### config.mk
export PLATFORM = sky130hd
export DESIGN_NAME = drive_command_encoder_unit_flat
export DESIGN_NICKNAME = d
export VERILOG_FILES = /design/src/sv/dce_pkg.sv /design/src/sv/dce_ifs.sv /design/src/sv/dce_front.sv /design/src/sv/dce_queue.sv /design/src/sv/dce_radius_unit.sv /design/src/sv/dce_serializer.sv /design/src/sv/drive_command_encoder_unit.sv /design/src/flat_wrapper.sv
export SDC_FILE = /design/constraint.sdc
export NUM_CORES = 1
export LEC_CHECK = 0
export BUFFER_PORTS_ARGS = -buffer_cell sky130_fd_sc_hd__buf_2
export CAP_MARGIN = 10
export CORE_ASPECT_RATIO = 1.1
export CORE_MARGIN = 1.5
export CORE_UTILIZATION = 65
export CTS_CLUSTER_SIZE = 14
export DETAILED_ROUTE_END_ITERATION = 7
export GPL_ROUTABILITY_DRIVEN = 0
export GPL_TIMING_DRIVEN = 0
export PLACE_DENSITY = 0.94
export SLEW_MARGIN = 20
export SYNTH_ARGS = -nofsm -noshare
export SYNTH_HDL_FRONTEND = slang
export SYNTH_SLANG_ARGS = --single-unit
### constraint.sdc
create_clock -name clk -period 10.5 [get_ports clk]
set_input_delay 0.525 -clock clk [delete_from_list [all_inputs] [get_ports clk]]
set_output_delay 0.525 -clock clk [all_outputs]
set_load 0.01 [all_outputs]
### src/sv/dce_pkg.sv
// Package for the drive command encoder: widths, register indexes, state codes
// and the structs passed between the front end, the queue, the radius unit and
// the byte serializer. No dependencies.
package dce_pkg;

  localparam int RATE_FRAC_BITS = 12;

  localparam int WORD_W        = 16;
  localparam int MAG_W         = 15;
  localparam int NUM_W         = MAG_W + RATE_FRAC_BITS;
  localparam int QUOT_W        = 16;
  localparam int BITS_PER_STEP = 4;
  localparam int DIV_STEPS     = QUOT_W / BITS_PER_STEP;
  localparam int STEP_W        = $clog2(DIV_STEPS);
  localparam int PROD_W        = 26;
  localparam int CMD_BYTES     = 5;
  localparam int POS_W         = 3;
  localparam int QUEUE_DEPTH   = 2;
  localparam int QPTR_W        = $clog2(QUEUE_DEPTH);
  localparam int QCNT_W        = $clog2(QUEUE_DEPTH + 1);
  localparam int CFG_IDX_W     = 2;
  localparam int CFG_DATA_W    = 15;

  localparam logic [RATE_FRAC_BITS-1:0] FRAC_HALF =
    RATE_FRAC_BITS'(1) << (RATE_FRAC_BITS - 1);

  localparam logic [WORD_W-1:0] RADIUS_STRAIGHT = 16'h8000;
  localparam logic [WORD_W-1:0] RADIUS_SPIN_CCW = 16'h0001;
  localparam logic [WORD_W-1:0] RADIUS_SPIN_CW  = 16'hFFFF;
  localparam logic [QUOT_W:0]   CAP_NEG         = 17'd32768;
  localparam logic [QUOT_W:0]   CAP_POS         = 17'd32767;

  localparam logic [14:0] SPEED_LIMIT_RST  = 15'd500;
  localparam logic [14:0] RADIUS_LIMIT_RST = 15'd2000;
  localparam logic [9:0]  AXLE_LENGTH_RST  = 10'd258;
  localparam logic [7:0]  OPCODE_RST       = 8'd137;

  typedef enum logic [CFG_IDX_W-1:0] {
    CFG_SPEED_LIMIT  = 2'd0,
    CFG_RADIUS_LIMIT = 2'd1,
    CFG_AXLE_LENGTH  = 2'd2,
    CFG_OPCODE       = 2'd3
  } cfg_index_t;

  typedef enum logic [1:0] {
    DIV_IDLE,
    DIV_BUSY,
    DIV_DONE
  } div_state_t;

  typedef enum logic [POS_W-1:0] {
    POS_OPCODE   = 3'd0,
    POS_SPEED_HI = 3'd1,
    POS_SPEED_LO = 3'd2,
    POS_RAD_HI   = 3'd3,
    POS_RAD_LO   = 3'd4
  } byte_pos_t;

  typedef struct packed {
    logic [14:0] speed_limit_mm_s;
    logic [14:0] radius_limit_mm;
    logic [9:0]  axle_length_mm;
    logic [7:0]  drive_opcode;
  } cfg_regs_t;

  typedef struct packed {
    logic              need_div;
    logic              neg;
    logic [WORD_W-1:0] speed;
    logic [WORD_W-1:0] radius;
    logic [WORD_W-1:0] rate_mag;
  } entry_t;

  typedef struct packed {
    logic [WORD_W-1:0] speed;
    logic [WORD_W-1:0] radius;
  } cmd_t;

endpackage

### src/sv/dce_ifs.sv
// Channel interfaces of the drive command encoder: input items, result bytes
// and configuration writes, each with valid/ready. No dependencies.
interface dce_in_if;
  logic               valid;
  logic               ready;
  logic signed [15:0] speed_mm_s;
  logic signed [15:0] turn_rate;
  modport source (output valid, speed_mm_s, turn_rate, input ready);
  modport sink (input valid, speed_mm_s, turn_rate, output ready);
endinterface

interface dce_out_if;
  logic       valid;
  logic       ready;
  logic [7:0] command_byte;
  logic       last_byte;
  modport source (output valid, command_byte, last_byte, input ready);
  modport sink (input valid, command_byte, last_byte, output ready);
endinterface

interface dce_cfg_if;
  logic        valid;
  logic        ready;
  logic [1:0]  index;
  logic [14:0] data;
  modport source (output valid, index, data, input ready);
  modport sink (input valid, index, data, output ready);
endinterface

### src/sv/dce_front.sv
// Front end: accepts input items, clamps the speed, classifies the turn and
// computes the turn-in-place speed. Depends on dce_pkg and dce_in_if.
module dce_front
  import dce_pkg::*;
(
  dce_in_if.sink     in_ch,
  input  cfg_regs_t  cfg,
  input  logic       q_full,
  output logic       q_push,
  output entry_t     q_entry
);

  logic signed [WORD_W-1:0] spd_in;
  logic signed [WORD_W-1:0] rate;
  logic signed [WORD_W-1:0] lim_s;
  logic signed [WORD_W-1:0] neg_lim;
  logic signed [WORD_W-1:0] clamped;
  logic [WORD_W-1:0]        rate_mag;
  logic [PROD_W-1:0]        prod;
  logic [PROD_W-1:0]        prod_q;
  logic [RATE_FRAC_BITS-1:0] prod_r;
  logic                     round_up;
  logic [WORD_W-1:0]        spin_speed;

  assign in_ch.ready = !q_full;
  assign q_push      = in_ch.valid && !q_full;

  always_comb begin
    spd_in  = in_ch.speed_mm_s;
    rate    = in_ch.turn_rate;
    lim_s   = signed'({1'b0, cfg.speed_limit_mm_s});
    neg_lim = -lim_s;
    if (spd_in > lim_s) begin
      clamped = lim_s;
    end else if (spd_in < neg_lim) begin
      clamped = neg_lim;
    end else begin
      clamped = spd_in;
    end

    rate_mag   = rate[WORD_W-1] ? WORD_W'(-rate) : WORD_W'(rate);
    prod       = PROD_W'(cfg.axle_length_mm) * PROD_W'(rate_mag);
    prod_q     = prod >> RATE_FRAC_BITS;
    prod_r     = prod[RATE_FRAC_BITS-1:0];
    round_up   = (prod_r > FRAC_HALF) || ((prod_r == FRAC_HALF) && prod_q[0]);
    spin_speed = WORD_W'(prod_q) + WORD_W'(round_up);

    q_entry.rate_mag = rate_mag;
    q_entry.neg      = clamped[WORD_W-1] ^ rate[WORD_W-1];
    if (rate == '0) begin
      q_entry.need_div = 1'b0;
      q_entry.speed    = WORD_W'(clamped);
      q_entry.radius   = RADIUS_STRAIGHT;
    end else if (spd_in == '0) begin
      q_entry.need_div = 1'b0;
      q_entry.speed    = spin_speed;
      q_entry.radius   = rate[WORD_W-1] ? RADIUS_SPIN_CW : RADIUS_SPIN_CCW;
    end else begin
      q_entry.need_div = 1'b1;
      q_entry.speed    = WORD_W'(clamped);
      q_entry.radius   = '0;
    end
  end

endmodule

### src/sv/dce_queue.sv
// Two-entry queue between the front end and the radius unit.
// Depends on dce_pkg.
module dce_queue
  import dce_pkg::*;
(
  input  logic   clk,
  input  logic   rst_n,
  input  logic   push,
  input  entry_t push_entry,
  output logic   full,
  input  logic   pop,
  output entry_t pop_entry,
  output logic   empty
);

  entry_t            entries_r [QUEUE_DEPTH];
  logic [QPTR_W-1:0] wr_ptr_r;
  logic [QPTR_W-1:0] rd_ptr_r;
  logic [QCNT_W-1:0] count_r;

  assign full      = (count_r == QCNT_W'(QUEUE_DEPTH));
  assign empty     = (count_r == '0);
  assign pop_entry = entries_r[rd_ptr_r];

  always_ff @(posedge clk) begin
    if (!rst_n) begin
      wr_ptr_r <= '0;
      rd_ptr_r <= '0;
      count_r  <= '0;
    end else begin
      if (push) begin
        wr_ptr_r <= (wr_ptr_r == QPTR_W'(QUEUE_DEPTH - 1)) ? '0 : wr_ptr_r + 1'b1;
      end
      if (pop) begin
        rd_ptr_r <= (rd_ptr_r == QPTR_W'(QUEUE_DEPTH - 1)) ? '0 : rd_ptr_r + 1'b1;
      end
      if (push && !pop) begin
        count_r <= count_r + 1'b1;
      end else if (pop && !push) begin
        count_r <= count_r - 1'b1;
      end
    end
  end

  always_ff @(posedge clk) begin
    if (push) begin
      entries_r[wr_ptr_r] <= push_entry;
    end
  end

endmodule

### src/sv/dce_radius_unit.sv
// Radius unit: divides the scaled speed by the turn rate four quotient bits
// per cycle, then rounds, saturates, halves and clamps. Depends on dce_pkg.
module dce_radius_unit
  import dce_pkg::*;
(
  input  logic        clk,
  input  logic        rst_n,
  input  logic [14:0] radius_limit_mm,
  input  logic        q_empty,
  input  entry_t      q_entry,
  output logic        q_pop,
  output logic        cmd_valid,
  input  logic        cmd_ready,
  output cmd_t        cmd
);

  div_state_t        state_r, state_nxt;
  logic [STEP_W-1:0] step_r;
  logic              need_div_r;
  logic              neg_r;
  logic              ovf_r;
  logic [WORD_W-1:0] speed_r;
  logic [WORD_W-1:0] radius_r;
  logic [WORD_W-1:0] den_r;
  logic [WORD_W-1:0] rem_r, rem_nxt;
  logic [QUOT_W-1:0] quo_r, quo_nxt;

  logic [MAG_W-1:0]  spd_mag;
  logic [NUM_W-1:0]  num;
  logic [WORD_W-1:0] num_hi;
  logic [WORD_W:0]   trial;

  logic [WORD_W:0]   rem2;
  logic              rnd;
  logic [QUOT_W:0]   q_round;
  logic [QUOT_W:0]   cap;
  logic [QUOT_W:0]   mag_sat;
  logic [WORD_W-1:0] half_mag;
  logic [WORD_W-1:0] lim_mag;
  logic [WORD_W-1:0] div_radius;

  always_comb begin
    spd_mag = q_entry.speed[WORD_W-1] ? MAG_W'(-q_entry.speed) : MAG_W'(q_entry.speed);
    num     = {spd_mag, {RATE_FRAC_BITS{1'b0}}};
    num_hi  = WORD_W'(num >> QUOT_W);
  end

  always_comb begin
    rem_nxt = rem_r;
    quo_nxt = quo_r;
    trial   = '0;
    for (int i = 0; i < BITS_PER_STEP; i++) begin
      trial   = {rem_nxt, quo_nxt[QUOT_W-1]};
      quo_nxt = {quo_nxt[QUOT_W-2:0], 1'b0};
      if (trial >= {1'b0, den_r}) begin
        trial      = trial - {1'b0, den_r};
        quo_nxt[0] = 1'b1;
      end
      rem_nxt = trial[WORD_W-1:0];
    end
  end

  always_comb begin
    rem2       = {rem_r, 1'b0};
    rnd        = (rem2 > {1'b0, den_r}) || ((rem2 == {1'b0, den_r}) && quo_r[0]);
    q_round    = {1'b0, quo_r} + (QUOT_W + 1)'(rnd);
    cap        = neg_r ? CAP_NEG : CAP_POS;
    mag_sat    = (ovf_r || (q_round > cap)) ? cap : q_round;
    half_mag   = mag_sat[QUOT_W:1];
    lim_mag    = (half_mag > {1'b0, radius_limit_mm}) ? {1'b0, radius_limit_mm} : half_mag;
    div_radius = neg_r ? WORD_W'(-lim_mag) : lim_mag;
  end

  assign cmd_valid  = (state_r == DIV_DONE);
  assign cmd.speed  = speed_r;
  assign cmd.radius = need_div_r ? div_radius : radius_r;

  always_comb begin
    state_nxt = state_r;
    q_pop     = 1'b0;
    unique case (state_r)
      DIV_IDLE: begin
        q_pop = !q_empty;
      end
      DIV_BUSY: begin
        if (step_r == STEP_W'(DIV_STEPS - 1)) begin
          state_nxt = DIV_DONE;
        end
      end
      DIV_DONE: begin
        if (cmd_ready) begin
          q_pop     = !q_empty;
          state_nxt = DIV_IDLE;
        end
      end
      default: begin
        state_nxt = DIV_IDLE;
      end
    endcase
    if (q_pop) begin
      state_nxt = q_entry.need_div ? DIV_BUSY : DIV_DONE;
    end
  end

  always_ff @(posedge clk) begin
    if (!rst_n) begin
      state_r <= DIV_IDLE;
      step_r  <= '0;
    end else begin
      state_r <= state_nxt;
      if (q_pop) begin
        step_r <= '0;
      end else if (state_r == DIV_BUSY) begin
        step_r <= step_r + 1'b1;
      end
    end
  end

  always_ff @(posedge clk) begin
    if (q_pop) begin
      need_div_r <= q_entry.need_div;
      neg_r      <= q_entry.neg;
      speed_r    <= q_entry.speed;
      radius_r   <= q_entry.radius;
      den_r      <= q_entry.rate_mag;
      ovf_r      <= (num_hi >= q_entry.rate_mag);
      rem_r      <= num_hi;
      quo_r      <= num[QUOT_W-1:0];
    end else if (state_r == DIV_BUSY) begin
      rem_r <= rem_nxt;
      quo_r <= quo_nxt;
    end
  end

endmodule

### src/sv/dce_serializer.sv
// Byte serializer: holds one finished command and sends it as five bytes.
// Depends on dce_pkg and dce_out_if.
module dce_serializer
  import dce_pkg::*;
(
  input  logic       clk,
  input  logic       rst_n,
  input  logic [7:0] drive_opcode,
  input  logic       cmd_valid,
  output logic       cmd_ready,
  input  cmd_t       cmd,
  dce_out_if.source  out_ch
);

  logic      busy_r;
  byte_pos_t pos_r;
  cmd_t      cmd_r;
  logic      xfer;
  logic      last;

  assign last      = (pos_r == POS_RAD_LO);
  assign xfer      = out_ch.valid && out_ch.ready;
  assign cmd_ready = !busy_r || (xfer && last);

  assign out_ch.valid     = busy_r;
  assign out_ch.last_byte = last;

  always_comb begin
    unique case (pos_r)
      POS_OPCODE:   out_ch.command_byte = drive_opcode;
      POS_SPEED_HI: out_ch.command_byte = cmd_r.speed[15:8];
      POS_SPEED_LO: out_ch.command_byte = cmd_r.speed[7:0];
      POS_RAD_HI:   out_ch.command_byte = cmd_r.radius[15:8];
      POS_RAD_LO:   out_ch.command_byte = cmd_r.radius[7:0];
      default:      out_ch.command_byte = '0;
    endcase
  end

  always_ff @(posedge clk) begin
    if (!rst_n) begin
      busy_r <= 1'b0;
      pos_r  <= POS_OPCODE;
    end else if (cmd_valid && cmd_ready) begin
      busy_r <= 1'b1;
      pos_r  <= POS_OPCODE;
    end else if (xfer) begin
      if (last) begin
        busy_r <= 1'b0;
      end else begin
        pos_r <= byte_pos_t'(pos_r + 1'b1);
      end
    end
  end

  always_ff @(posedge clk) begin
    if (cmd_valid && cmd_ready) begin
      cmd_r <= cmd;
    end
  end

endmodule

### src/sv/drive_command_encoder_unit.sv
// Top level of the drive command encoder: configuration registers, front end,
// queue, radius unit and byte serializer. Depends on dce_pkg and dce_ifs.
//
// Usage: in_ch carries one speed (mm/s) and one turn rate (Q4.12 rad/s) per
// transfer. Each item yields one five-byte command on out_ch: opcode, speed
// high, speed low, radius high, radius low, with last_byte set on the fifth.
// cfg_ch writes the speed limit, radius limit, axle length and opcode by
// index; it is always ready, and the user must write it only while the block
// is idle: the block itself does not enforce this. An item that needs a
// division passes through the queue, the divider's busy and done states and
// the serializer; straight and turn-in-place items skip the division. The
// divider produces four quotient bits per cycle and works on one item at a
// time; the serializer accepts the next command only as it sends the last
// byte of the current one. A two-entry queue sits between the front end and
// the divider; in_ch.ready falls only when it is full. When out_ch stalls,
// the current byte holds and work stops behind it once the queue fills.
// Reset loads the default register values and empties all stages.
module drive_command_encoder_unit
  import dce_pkg::*;
(
  input  logic       clk,
  input  logic       rst_n,
  dce_in_if.sink     in_ch,
  dce_out_if.source  out_ch,
  dce_cfg_if.sink    cfg_ch
);

  cfg_regs_t cfg_r;
  logic      q_push;
  logic      q_pop;
  logic      q_full;
  logic      q_empty;
  entry_t    push_entry;
  entry_t    pop_entry;
  logic      cmd_valid;
  logic      cmd_ready;
  cmd_t      cmd;

  assign cfg_ch.ready = 1'b1;

  always_ff @(posedge clk) begin
    if (!rst_n) begin
      cfg_r.speed_limit_mm_s <= SPEED_LIMIT_RST;
      cfg_r.radius_limit_mm  <= RADIUS_LIMIT_RST;
      cfg_r.axle_length_mm   <= AXLE_LENGTH_RST;
      cfg_r.drive_opcode     <= OPCODE_RST;
    end else if (cfg_ch.valid && cfg_ch.ready) begin
      unique case (cfg_index_t'(cfg_ch.index))
        CFG_SPEED_LIMIT:  cfg_r.speed_limit_mm_s <= cfg_ch.data;
        CFG_RADIUS_LIMIT: cfg_r.radius_limit_mm  <= cfg_ch.data;
        CFG_AXLE_LENGTH:  cfg_r.axle_length_mm   <= cfg_ch.data[9:0];
        CFG_OPCODE:       cfg_r.drive_opcode     <= cfg_ch.data[7:0];
        default: begin
        end
      endcase
    end
  end

  dce_front u_front (
    .in_ch   (in_ch),
    .cfg     (cfg_r),
    .q_full  (q_full),
    .q_push  (q_push),
    .q_entry (push_entry)
  );

  dce_queue u_queue (
    .clk        (clk),
    .rst_n      (rst_n),
    .push       (q_push),
    .push_entry (push_entry),
    .full       (q_full),
    .pop        (q_pop),
    .pop_entry  (pop_entry),
    .empty      (q_empty)
  );

  dce_radius_unit u_radius (
    .clk             (clk),
    .rst_n           (rst_n),
    .radius_limit_mm (cfg_r.radius_limit_mm),
    .q_empty         (q_empty),
    .q_entry         (pop_entry),
    .q_pop           (q_pop),
    .cmd_valid       (cmd_valid),
    .cmd_ready       (cmd_ready),
    .cmd             (cmd)
  );

  dce_serializer u_ser (
    .clk          (clk),
    .rst_n        (rst_n),
    .drive_opcode (cfg_r.drive_opcode),
    .cmd_valid    (cmd_valid),
    .cmd_ready    (cmd_ready),
    .cmd          (cmd),
    .out_ch       (out_ch)
  );

  a_pop_nonempty: assert property (@(posedge clk) disable iff (!rst_n)
    q_pop |-> !q_empty)
    else $error("queue popped while empty");

  a_bytes_contiguous: assert property (@(posedge clk) disable iff (!rst_n)
    (out_ch.valid && out_ch.ready && !out_ch.last_byte) |=> out_ch.valid)
    else $error("gap inside a command");

  a_cmd_holds: assert property (@(posedge clk) disable iff (!rst_n)
    (cmd_valid && !cmd_ready) |=> (cmd_valid && $stable(cmd)))
    else $error("finished command changed before the serializer took it");

endmodule
### src/flat_wrapper.sv
// flat-port wrapper written by rule: the top's interface ports become plain ports
module drive_command_encoder_unit_flat import dce_pkg::*;
  (clk, rst_n, in_ch_valid, in_ch_speed_mm_s, in_ch_turn_rate, in_ch_ready, out_ch_valid, out_ch_command_byte, out_ch_last_byte, out_ch_ready, cfg_ch_valid, cfg_ch_index, cfg_ch_data, cfg_ch_ready);
  dce_in_if in_ch_i ();
  dce_out_if out_ch_i ();
  dce_cfg_if cfg_ch_i ();
  input  logic clk;
  input  logic rst_n;
  input wire logic [$bits(in_ch_i.valid)-1:0] in_ch_valid;
  input wire logic [$bits(in_ch_i.speed_mm_s)-1:0] in_ch_speed_mm_s;
  input wire logic [$bits(in_ch_i.turn_rate)-1:0] in_ch_turn_rate;
  output wire logic [$bits(in_ch_i.ready)-1:0] in_ch_ready;
  output wire logic [$bits(out_ch_i.valid)-1:0] out_ch_valid;
  output wire logic [$bits(out_ch_i.command_byte)-1:0] out_ch_command_byte;
  output wire logic [$bits(out_ch_i.last_byte)-1:0] out_ch_last_byte;
  input wire logic [$bits(out_ch_i.ready)-1:0] out_ch_ready;
  input wire logic [$bits(cfg_ch_i.valid)-1:0] cfg_ch_valid;
  input wire logic [$bits(cfg_ch_i.index)-1:0] cfg_ch_index;
  input wire logic [$bits(cfg_ch_i.data)-1:0] cfg_ch_data;
  output wire logic [$bits(cfg_ch_i.ready)-1:0] cfg_ch_ready;
  assign in_ch_i.valid = in_ch_valid;
  assign in_ch_i.speed_mm_s = in_ch_speed_mm_s;
  assign in_ch_i.turn_rate = in_ch_turn_rate;
  assign in_ch_ready = in_ch_i.ready;
  assign out_ch_valid = out_ch_i.valid;
  assign out_ch_command_byte = out_ch_i.command_byte;
  assign out_ch_last_byte = out_ch_i.last_byte;
  assign out_ch_i.ready = out_ch_ready;
  assign cfg_ch_i.valid = cfg_ch_valid;
  assign cfg_ch_i.index = cfg_ch_index;
  assign cfg_ch_i.data = cfg_ch_data;
  assign cfg_ch_ready = cfg_ch_i.ready;
  drive_command_encoder_unit u_core (.clk(clk), .rst_n(rst_n), .in_ch(in_ch_i), .out_ch(out_ch_i), .cfg_ch(cfg_ch_i));
endmodule
Yosys cells after proc, flatten, opt, wreduce, memory -nomap -nowiden --
Memories as Yosys holds them, arrays and structs flattened. A register that Yosys moved wholly into a read port is not among the register bits. Index checks and enable logic that the tools add are counted.
Storage, ports and cells: bits in registers 175, bits in latches 0, bits in writable memories 100, bits in read-only memories 0, input bits 54, output and inout bits 12, word-level logic and storage cells 152, memories 1
Cells by class: $add $sub $neg 16, multipliers 1, divide/modulo/power cells 0, order comparisons 11, equal/unequal tests 16, shift-type cells 0, muxes and demuxes 45, bitwise operators 3, reductions and logical operators 36
Memory list:
- u_core.u_queue.entries_r | depth 2, width 50, read ports 1, clocked after Yosys merged registers in 1, wr ports 1, line dce_queue.sv:16 | entry_t entries_r [QUEUE_DEPTH];
Operators with widths (number):
- 16-bit 2-to-1 mux | 14
- 17-bit by 16-bit >= comparator with 1-bit output | 4
- 32-bit 2-to-1 mux | 2
- 16-bit subtractor | 4
- 8-bit case mux with 5 select lines | 1
- 17-bit by 16-bit > comparator with 1-bit output | 2
- 16-bit zero test | 2
- 16-bit negation | 2
- 10-bit by 16-bit multiplier with 26-bit output | 1
- 11-bit 2-to-1 mux | 2
- 16-bit by 1-bit adder with 17-bit output | 1
- 17-bit by 16-bit == test with 1-bit output | 1
- 17-bit 2-to-1 mux | 1
- 11-bit by 16-bit >= comparator with 1-bit output | 1
- 16-bit by 15-bit > comparator with 1-bit output | 1
- 16-bit > comparator | 1
- 16-bit less-than comparator | 1
- 1-bit 2-to-1 mux | 16
- 15-bit negation with 16-bit output | 1
- 14-bit by 1-bit adder with 15-bit output | 1
- 15-bit 2-to-1 mux | 1
- 15-bit negation | 1
- 12-bit == test (second input constant) | 1
- 12-bit > comparator (second input constant) | 1
- other kinds (26) | 65

Longest topological paths before layout --
Gate-level depths: netlist of the first run.
depth after elaboration 12, gate-level depth with buffers 45, gate-level depth less buffers 40

Modules after synthesis --
From an unflattened synthesis of the first run, not the netlist that was laid out.
Second synthesis, totals: cells, all modules 2523, area, all modules 24136.9 µm²
Modules (own cells, without submodules):
- dce_radius_unit | times used 1, cells each 1081, area an instance 9238.9 µm², sequential area each 2402.3 µm²
- dce_front | times used 1, cells each 979, area an instance 7739.9 µm², sequential area each 0.0 µm²
- dce_queue | times used 1, cells each 178, area an instance 3814.9 µm², sequential area each 3103.0 µm²
- drive_command_encoder_unit | times used 1, cells each 193, area an instance 1914.3 µm², sequential area each 960.9 µm²
- dce_serializer | times used 1, cells each 92, area an instance 1428.9 µm², sequential area each 1041.0 µm²

Worst setup path after synthesis of the first run --
OpenSTA, ideal clock, no wires.
path type reg-to-reg, from register u_core.u_radius.den_r[10], to register u_core.u_radius.rem_r[5], data pin, setup time 269 ps, data arrival time 9315 ps, required time 10231 ps, setup slack 916 ps, stages on the path, launching flop included 42, path buffers 6, clock period less this slack 9584 ps, cells stage by stage edfxtp_1 inv_1 ha_1 buf_2 and4_1 nand4_1 nor4_2 o21ai_1 nand2_2 buf_1 mux2_2 ha_1 a211oi_1 nor2_1 o41a_1 a21o_1 a22o_1 and3b_1 [6 not listed] nand4_1 nor4_1 nor3_1 o31ai_1 nor2_1 buf_2 mux2i_1 inv_1 ha_1 or3_1 o211a_1 nor3_1 o211ai_1 a31o_2 or4_1 buf_2 a32oi_1 o31ai_1
Between the ends: cells in the longest elaborated chain, start to end 10, elaborated cells on any way between the ends 14, classes of those cells add/sub: 4; order compare: 4; mux: 6
Ends and longest elaborated chain:
- start, declared | line dce_radius_unit.sv:24 | logic [WORD_W-1:0] den_r;
- start signal, assigned | line dce_radius_unit.sv:125 | den_r <= q_entry.rate_mag;
- 16-bit subtractor / 17-bit by 16-bit >= comparator with 1-bit output (equally long branches) | line dce_radius_unit.sv:56, dce_radius_unit.sv:55
- 16-bit 2-to-1 mux | line dce_radius_unit.sv:55 | if (trial >= {1'b0, den_r}) begin
- 16-bit subtractor / 17-bit by 16-bit >= comparator with 1-bit output (equally long branches) | line dce_radius_unit.sv:56, dce_radius_unit.sv:55
- 16-bit 2-to-1 mux | line dce_radius_unit.sv:55
- 17-bit by 16-bit >= comparator with 1-bit output / 16-bit subtractor (equally long branches) | line dce_radius_unit.sv:55, dce_radius_unit.sv:56
- 16-bit 2-to-1 mux | line dce_radius_unit.sv:55
- 16-bit subtractor / 17-bit by 16-bit >= comparator with 1-bit output (equally long branches) | line dce_radius_unit.sv:56, dce_radius_unit.sv:55
- 16-bit 2-to-1 mux * | line dce_radius_unit.sv:55
- 11-bit 2-to-1 mux * | line dce_radius_unit.sv:129 | end else if (state_r == DIV_BUSY) begin
- 11-bit 2-to-1 mux * | line dce_radius_unit.sv:120 | if (q_pop) begin
- end signal, assigned | line dce_radius_unit.sv:127 | rem_r <= num_hi;
- end signal, assigned | line dce_radius_unit.sv:130 | rem_r <= rem_nxt;
- end, declared | line dce_radius_unit.sv:25 | logic [WORD_W-1:0] rem_r, rem_nxt;
Every way passes the cells marked *; elsewhere a longest branch is shown, timed or not. The select of a mux whose other input is x is not followed. A chain may end at the register's enable or synchronous reset.

Worst setup path after layout of the first run --
from register u_core.u_radius.den_r[10], to register u_core.u_radius.rem_r[9], data pin
Same word-level chain as after synthesis.

==> results of run 1 <==
-- routing by layer --
| layer | vias up | track usage (%) |
|---|---|---|
| met5 | - | 0 |
| met4 | 0 | 20.78 |
| met3 | 500 | 8.989 |
| met2 | 1691 | 62.13 |
| met1 | 9619 | 46.25 |
| li1 | 8842 | - |
-- worst max-delay path, delay by kind of cell (launching register included) --
| family | cells | cell delay, ns |
|---|---|---|
| and+or+nand+nor | 13 | 2.87 |
| muxes | 2 | 0.60 |
| adders and majority gates | 4 | 1.28 |
| AOI/OAI and AO/OA | 16 | 3.56 |
| buffers and inverters | 9 | 1.50 |
| DFF | 1 | 0.37 |
-- final cells by class --
cell class	count	area [sq um]	share of cell area, %
Buffer	95	395.4	1.638
Clock buffer	29	629.4	2.608
Clock inverter	13	126.4	0.5236
Inverter	233	882.1	3.655
Multi-Input combinational cell	1875	14760	61.14
Sequential cell	237	6336	26.25
Tap cell	432	540.5	2.240
Timing Repair Buffer	73	467.9	1.939
-- cells in the mapped netlist (all sizes together), types with 5 or more instances --
| master | count | area share [%] |
|---|---|---|
| nand2 | 317 | 5.4 |
| inv | 232 | 3.9 |
| ha | 211 | 12 |
| edfxtp | 159 | 22 |
| fa | 114 | 10 |
| o21ai | 114 | 2.6 |
| a21oi | 106 | 2.4 |
| xnor2 | 101 | 4.0 |
| nor2 | 100 | 1.7 |
| and2 | 87 | 2.5 |
| clkbuf | 79 | 1.3 |
| dfxtp | 78 | 7.0 |
| nand3 | 47 | 1.1 |
| a21o | 45 | 1.5 |
| mux2i | 44 | 2.0 |
| mux2 | 40 | 2.0 |
| xor2 | 40 | 1.6 |
| a21boi | 38 | 1.3 |
| nor3 | 35 | 0.81 |
| a31oi | 32 | 1.0 |
| o21a | 28 | 0.95 |
| or3 | 28 | 0.91 |
| o31ai | 27 | 0.91 |
| nand4 | 25 | 0.70 |
| and3 | 23 | 0.65 |
| nor2b | 23 | 0.65 |
| o211ai | 23 | 0.80 |
| a211oi | 19 | 0.67 |
| nand2b | 19 | 0.54 |
| nor4 | 19 | 0.63 |
| buf | 17 | 0.36 |
| a22oi | 15 | 0.51 |
| o21bai | 12 | 0.41 |
| o22ai | 12 | 0.34 |
| a31o | 11 | 0.43 |
| o221ai | 9 | 0.36 |
| o31a | 9 | 0.36 |
| and4 | 8 | 0.33 |
| or2 | 8 | 0.23 |
| a221oi | 7 | 0.28 |
| a41oi | 7 | 0.28 |
| or4 | 7 | 0.25 |
| a211o | 6 | 0.24 |
| o41ai | 5 | 0.20 |
-- path summary, 6_finish.rpt --
check                               from                  endpoint
max            u_core.u_radius.den_r[10]  u_core.u_radius.rem_r[9]
max reg2reg    u_core.u_radius.den_r[10]  u_core.u_radius.rem_r[9]
min reg2reg  u_core.u_radius.speed_r[12]    u_core.u_ser.cmd_r[28]
min                      cfg_ch_data[11]          u_core.cfg_r[29]
-- logic make-up after synthesis --
kind of cell,count (synthesis),share of synthesized area (%)
and+or+nand+nor,761,16.86
AOI/OAI and AO/OA,563,17.17
buffers and inverters,329,5.637
adders and majority gates,325,22.18
DFF,237,28.55
xor gates and xnor gates,141,5.564
muxes,84,4.031
other,1,0.01690
-- state kept, by name (all words and copies together) (netlist names), named ones only --
signal,count
u_core.cfg_r,48
u_core.u_queue.count_r,2
u_core.u_queue.entries_r,74
u_core.u_queue.rd_ptr_r,1
u_core.u_queue.wr_ptr_r,1
u_core.u_radius.den_r,16
u_core.u_radius.need_div_r,1
u_core.u_radius.neg_r,1
u_core.u_radius.ovf_r,1
u_core.u_radius.quo_r,16
u_core.u_radius.radius_r,3
u_core.u_radius.rem_r,16
u_core.u_radius.speed_r,16
u_core.u_radius.state_r,2
u_core.u_radius.step_r,2
u_core.u_ser.cmd_r,32
u_core.u_ser.out_ch.valid,1
u_core.u_ser.pos_r,3
-- through the flow --
stage / setup WS [ns] / instances
after floorplan: 0.9157 / 2441
after global placement: -0.6781 / 2934
after detailed placement: -0.8711 / 2938
after CTS: 0.01853 / 2980
after global routing: -0.1678 / 2987
final: 0.02583 / 2987
-- repair_timing --
action,4_1_cts,5_1_grt
setup endpoints to repair,17,17
buffers inserted,0,8
pin swaps,0,5
resized for setup,15,27
hold buffers,0,0
==> metrics.csv, run 1 <==
stage;metric;value;unit
layout;area grow syn2layout;8.732;%
drt;ANT nets after route;0;
place;placed cell areas;23160;sq um
worst_hold_path;worst min-delay path class;primary input to flip-flop;
floorplan;Initial Util;66.34;%
layout;most frequent cells in the layout;316 x nand2_1, 229 x inv_1, 209 x ha_1, 159 x edfxtp_1, 114 x fa_1;
place;placed wire-length estimate;48860;um
synth;synth warn;0;
synth;asr flop ratio synth;0;%
grt;global-route wire length before repair;105500;um
timing;final hold vios;0;
drt;routed length on met2;30930;um
floorplan;io pins;66;
worst_setup_path;Reg2Reg Depth;44;
drt;via count;20650;
floorplan;die area;35260;sq um
drt;wire length on met1;22950;um
job;max_cap viols;0;
layout;share of cells above drive strength 1;8.963;%
clock_network;CTS tree;built;
timing;max frequency;95.47;MHz
floorplan;die height;196.8;um
synth;Gate Count Post-Synth;2441;
drt;Routed WL;67120;um
worst_setup_path;crit path max fanout;10;
grt;vias in the first global route;20360;
layout;ANT cells;0;
synth;Post-Syn Area;22200;sq um
layout;nets;2917;
grt;GR Overflow Total;0;
floorplan;Placeable Area;33460;sq um
floorplan;row count;70;
clock_network;clock buffer depth;3;
worst_setup_path;Max stage delay on crit path;0.48;ns
worst_setup_path;CP endpoint kind;flip-flop;
timing;clock skew;0.02439;ns
synth;share of the yosys chip area belonging to registers;28.55;%
grt;All-Layer GR Usage;38.04;%
drt;Pre-Repair DR Iteration Count;8;
clock_network;clock-pin slew on the worst setup and hold paths;0.06;ns
worst_setup_path;Worst R2R Setup Slack;0.03;ns
timing;setup_tns;0;ns
synth;Seq cells post-synth;237;
clock_network;H-tree Lvls;1;
worst_setup_path;WS Path Type;flip-flop to flip-flop;
drt;highest metal used;met4;
drt;Starting DRT DRC Count;3303;
synth;Netlist cell types;90;
worst_setup_path;worst-path cell with the longest stage delay;or4_1;
drt;drc violations;1;
synth;Top FF cell, synth;edfxtp_1;
layout;Design Area, Final;24130;sq um
synth;Syn Nets;2820;
worst_hold_path;Hold Path Depth;3;
clock_network;CTS Buf Count;23;
timing;max-slew violations;0;
timing;Least-Margin Pin Slew;1.023;ns
drt;DR vias/cell;6.914;
timing;Final setup viols;0;
timing;Hold Slack;0.2610;ns
status;failing checks;DRC;
synth;Syn Area/Cell;9.093;sq um
grt;largest net degree at the start of global routing;35;
place;I/O Buffers;61;
clock_network;worst skew pair latency;0.54;ns
status;status;finished with violations;
worst_setup_path;startpoint class of the critical path;flip-flop;
timing;Max-Slew Margin vs Limit;31.15;%
worst_setup_path;CP most frequent cell;ha_1;
synth;Post-synth EDFFs;159;
layout;Final Util;72.13;%
clock_network;CTS sink cnt;237;
timing;post-route minimum period;10.47;ns
clock_network;root buf cell;clkbuf_16;
grt;initial antenna violation count;1;
worst_setup_path;WP data arrival;10.73;ns
worst_setup_path;Worst Path Required;10.76;ns
layout;fillers;2073;
floorplan;overall die width;179.2;um
layout;most common cell after layout, fill and taps aside;nand2_1;
drt;metal3 WL;8216;um
drt;WL/cell;22.47;um
timing;period utilization;99.75;%
Power of run 1 is not shown: default switching activity piles up to over one toggle a cycle in this logic, so the estimate is an artifact.
==> run 2: changes to the inputs <==
- RECOVER_POWER: unset -> 25
==> metrics.csv, run 2 (synthesis gave the netlist of run 1 again) <==
stage;metric;value;unit;change
layout;most common cell after layout, fill and taps aside;nand2_1;;
worst_setup_path;WP data arrival;10.74;ns;about the same
timing;Max-Slew Margin vs Limit;-11.61;%;-43 points
layout;most frequent cells in the layout;316 x nand2_1, 229 x inv_1, 209 x ha_1, 159 x edfxtp_1, 114 x fa_1;;
place;placed cell areas;23160;sq um;unchanged
worst_setup_path;reg-to-reg startpoint;u_core.u_radius.den_r[12];;
job;max_cap viols;1;;+1
clock_network;root buf cell;clkbuf_16;;
worst_setup_path;Worst Path Required;10.75;ns;about the same
floorplan;io pins;66;;unchanged
timing;clock skew;0.02242;ns;-0.001967 ns
layout;Regs by FF count;u_core.u_queue.entries_r (74), u_core.cfg_r (48), u_core.u_ser.cmd_r (32);;
timing;Least-Margin Pin Slew;1.668;ns;+0.6446 ns
layout;Reg with most FFs;u_core.u_queue.entries_r;;
floorplan;row count;70;;unchanged
worst_setup_path;Max stage delay on crit path;0.48;ns;about the same
worst_setup_path;startpoint class of the critical path;flip-flop;;
status;failing checks;capacitance limit, slew limit;;
timing;final hold vios;0;;unchanged
clock_network;CTS sink cnt;237;;unchanged
timing;Final setup viols;0;;unchanged
worst_setup_path;WS Path Type;flip-flop to flip-flop;;
floorplan;Placeable Area;33460;sq um;unchanged
grt;GR Overflow Total;0;;unchanged
layout;share of cells above drive strength 1;8.767;%;-0.20 points
clock_network;clock-pin slew on the worst setup and hold paths;0.06;ns;about the same
grt;global-route wire length before repair;105500;um;unchanged
drt;DR vias/cell;6.937;;+0.33%
timing;post-route minimum period;10.48;ns;+0.009349 ns
timing;period utilization;99.84;%;about the same
floorplan;Initial Util;66.34;%;unchanged
worst_setup_path;crit path max fanout;10;;unchanged
timing;max-slew violations;16;;+16
worst_hold_path;worst min-delay path class;primary input to flip-flop;;
layout;Largest register FFs;74;;unchanged
place;placed wire-length estimate;48860;um;unchanged
drt;Routed WL;67290;um;+0.26%
timing;max frequency;95.39;MHz;about the same
clock_network;clock buffer depth;3;;unchanged
layout;area grow syn2layout;8.682;%;about the same
clock_network;CTS tree;built;;
clock_network;cts hold-fix bufs;0;;unchanged
drt;Starting DRT DRC Count;3103;;-6.1%
drt;via count;20720;;+0.33%
grt;largest net degree at the start of global routing;35;;unchanged
status;status;finished with violations;;
floorplan;die height;196.8;um;unchanged
floorplan;die area;35260;sq um;unchanged
grt;All-Layer GR Usage;38.04;%;unchanged
layout;Design Area, Final;24120;sq um;about the same
worst_setup_path;Setup crit start;u_core.u_radius.den_r[12];;
worst_hold_path;hold path start;cfg_ch_data[11];;
floorplan;overall die width;179.2;um;unchanged
clock_network;H-tree Lvls;1;;unchanged
drt;WL/cell;22.53;um;+0.26%
grt;vias in the first global route;20360;;unchanged
layout;ANT cells;0;;unchanged
clock_network;CTS Buf Count;23;;unchanged
grt;initial antenna violation count;1;;unchanged
place;I/O Buffers;61;;unchanged
worst_setup_path;CP endpoint kind;flip-flop;;
drt;drc violations;0;;-1
clock_network;worst skew pair latency;0.54;ns;about the same
drt;ANT nets after route;0;;unchanged
worst_setup_path;worst-path cell with the longest stage delay;or4_1;;
layout;nets;2917;;unchanged
drt;Pre-Repair DR Iteration Count;6;;-2
## run 2: final timing paths
path                              end  slack, ns  depth (start not counted)
max          u_core.u_radius.rem_r[9]       0.02                         43
min                  u_core.cfg_r[29]       0.26                          3
max reg2reg  u_core.u_radius.rem_r[9]       0.02                         43
min reg2reg    u_core.u_ser.cmd_r[28]       0.42                          0
## run 2: routing by layer
layer / global-route usage, % / part of all wire, % / up-vias
li1: - / - / 8839
met1: 46.25 / 34 / 9603
met2: 62.13 / 46 / 1772
met3: 8.989 / 13 / 506
met4: 20.78 / 7.3 / 0
met5: 0 / 0 / -
## run 2: area by class of cell
class                           instances  area, sq um
Timing Repair Buffer                   73        465.4
Tap cell                              432        540.5
Buffer                                 95        395.4
Inverter                              233        882.1
Fill cell                            2078         9335
Sequential cell                       237         6336
Clock buffer                           29        629.4
Clock inverter                         13        126.4
Multi-Input combinational cell       1875        14750
## run 2: timing repair
action	CTS	global route
resized for setup	15	27
hold endpoints to repair	0	0
setup buffers	0	8
endpoints found under the setup margin	17	17
pin swaps	0	5
## run 2: through the flow
| step | setup WS (ns) | hold slack, ns | instances | setup TNS, ns | utilization, % |
|---|---|---|---|---|---|
| 2_1_floorplan | 0.9157 | 0.4003 | 2441 | 0 | - |
| 5_1_grt | -0.1678 | 0.2744 | 2987 | -0.9166 | 72.10 |
| 3_3_place_gp | -0.6781 | 0.4017 | 2934 | -7.979 | 68.87 |
| 4_1_cts | 0.01853 | 0.2533 | 2980 | 0 | 71.62 |
| 6_report | 0.01648 | 0.2640 | 2987 | 0 | 72.10 |
| 3_5_place_dp | -0.8711 | 0.4045 | 2938 | -11.79 | 69.23 |
## run 2: worst max-delay path: cells and delay by family (launching register included)
family	cells	cell delay, ns
adders and majority gates	4	1.27
muxes	2	0.60
and+or+nand+nor	13	2.87
buffers and inverters	8	1.54
DFF	1	0.38
AOI/OAI and AO/OA	16	3.54
Power of run 2 is left out for the same reason.
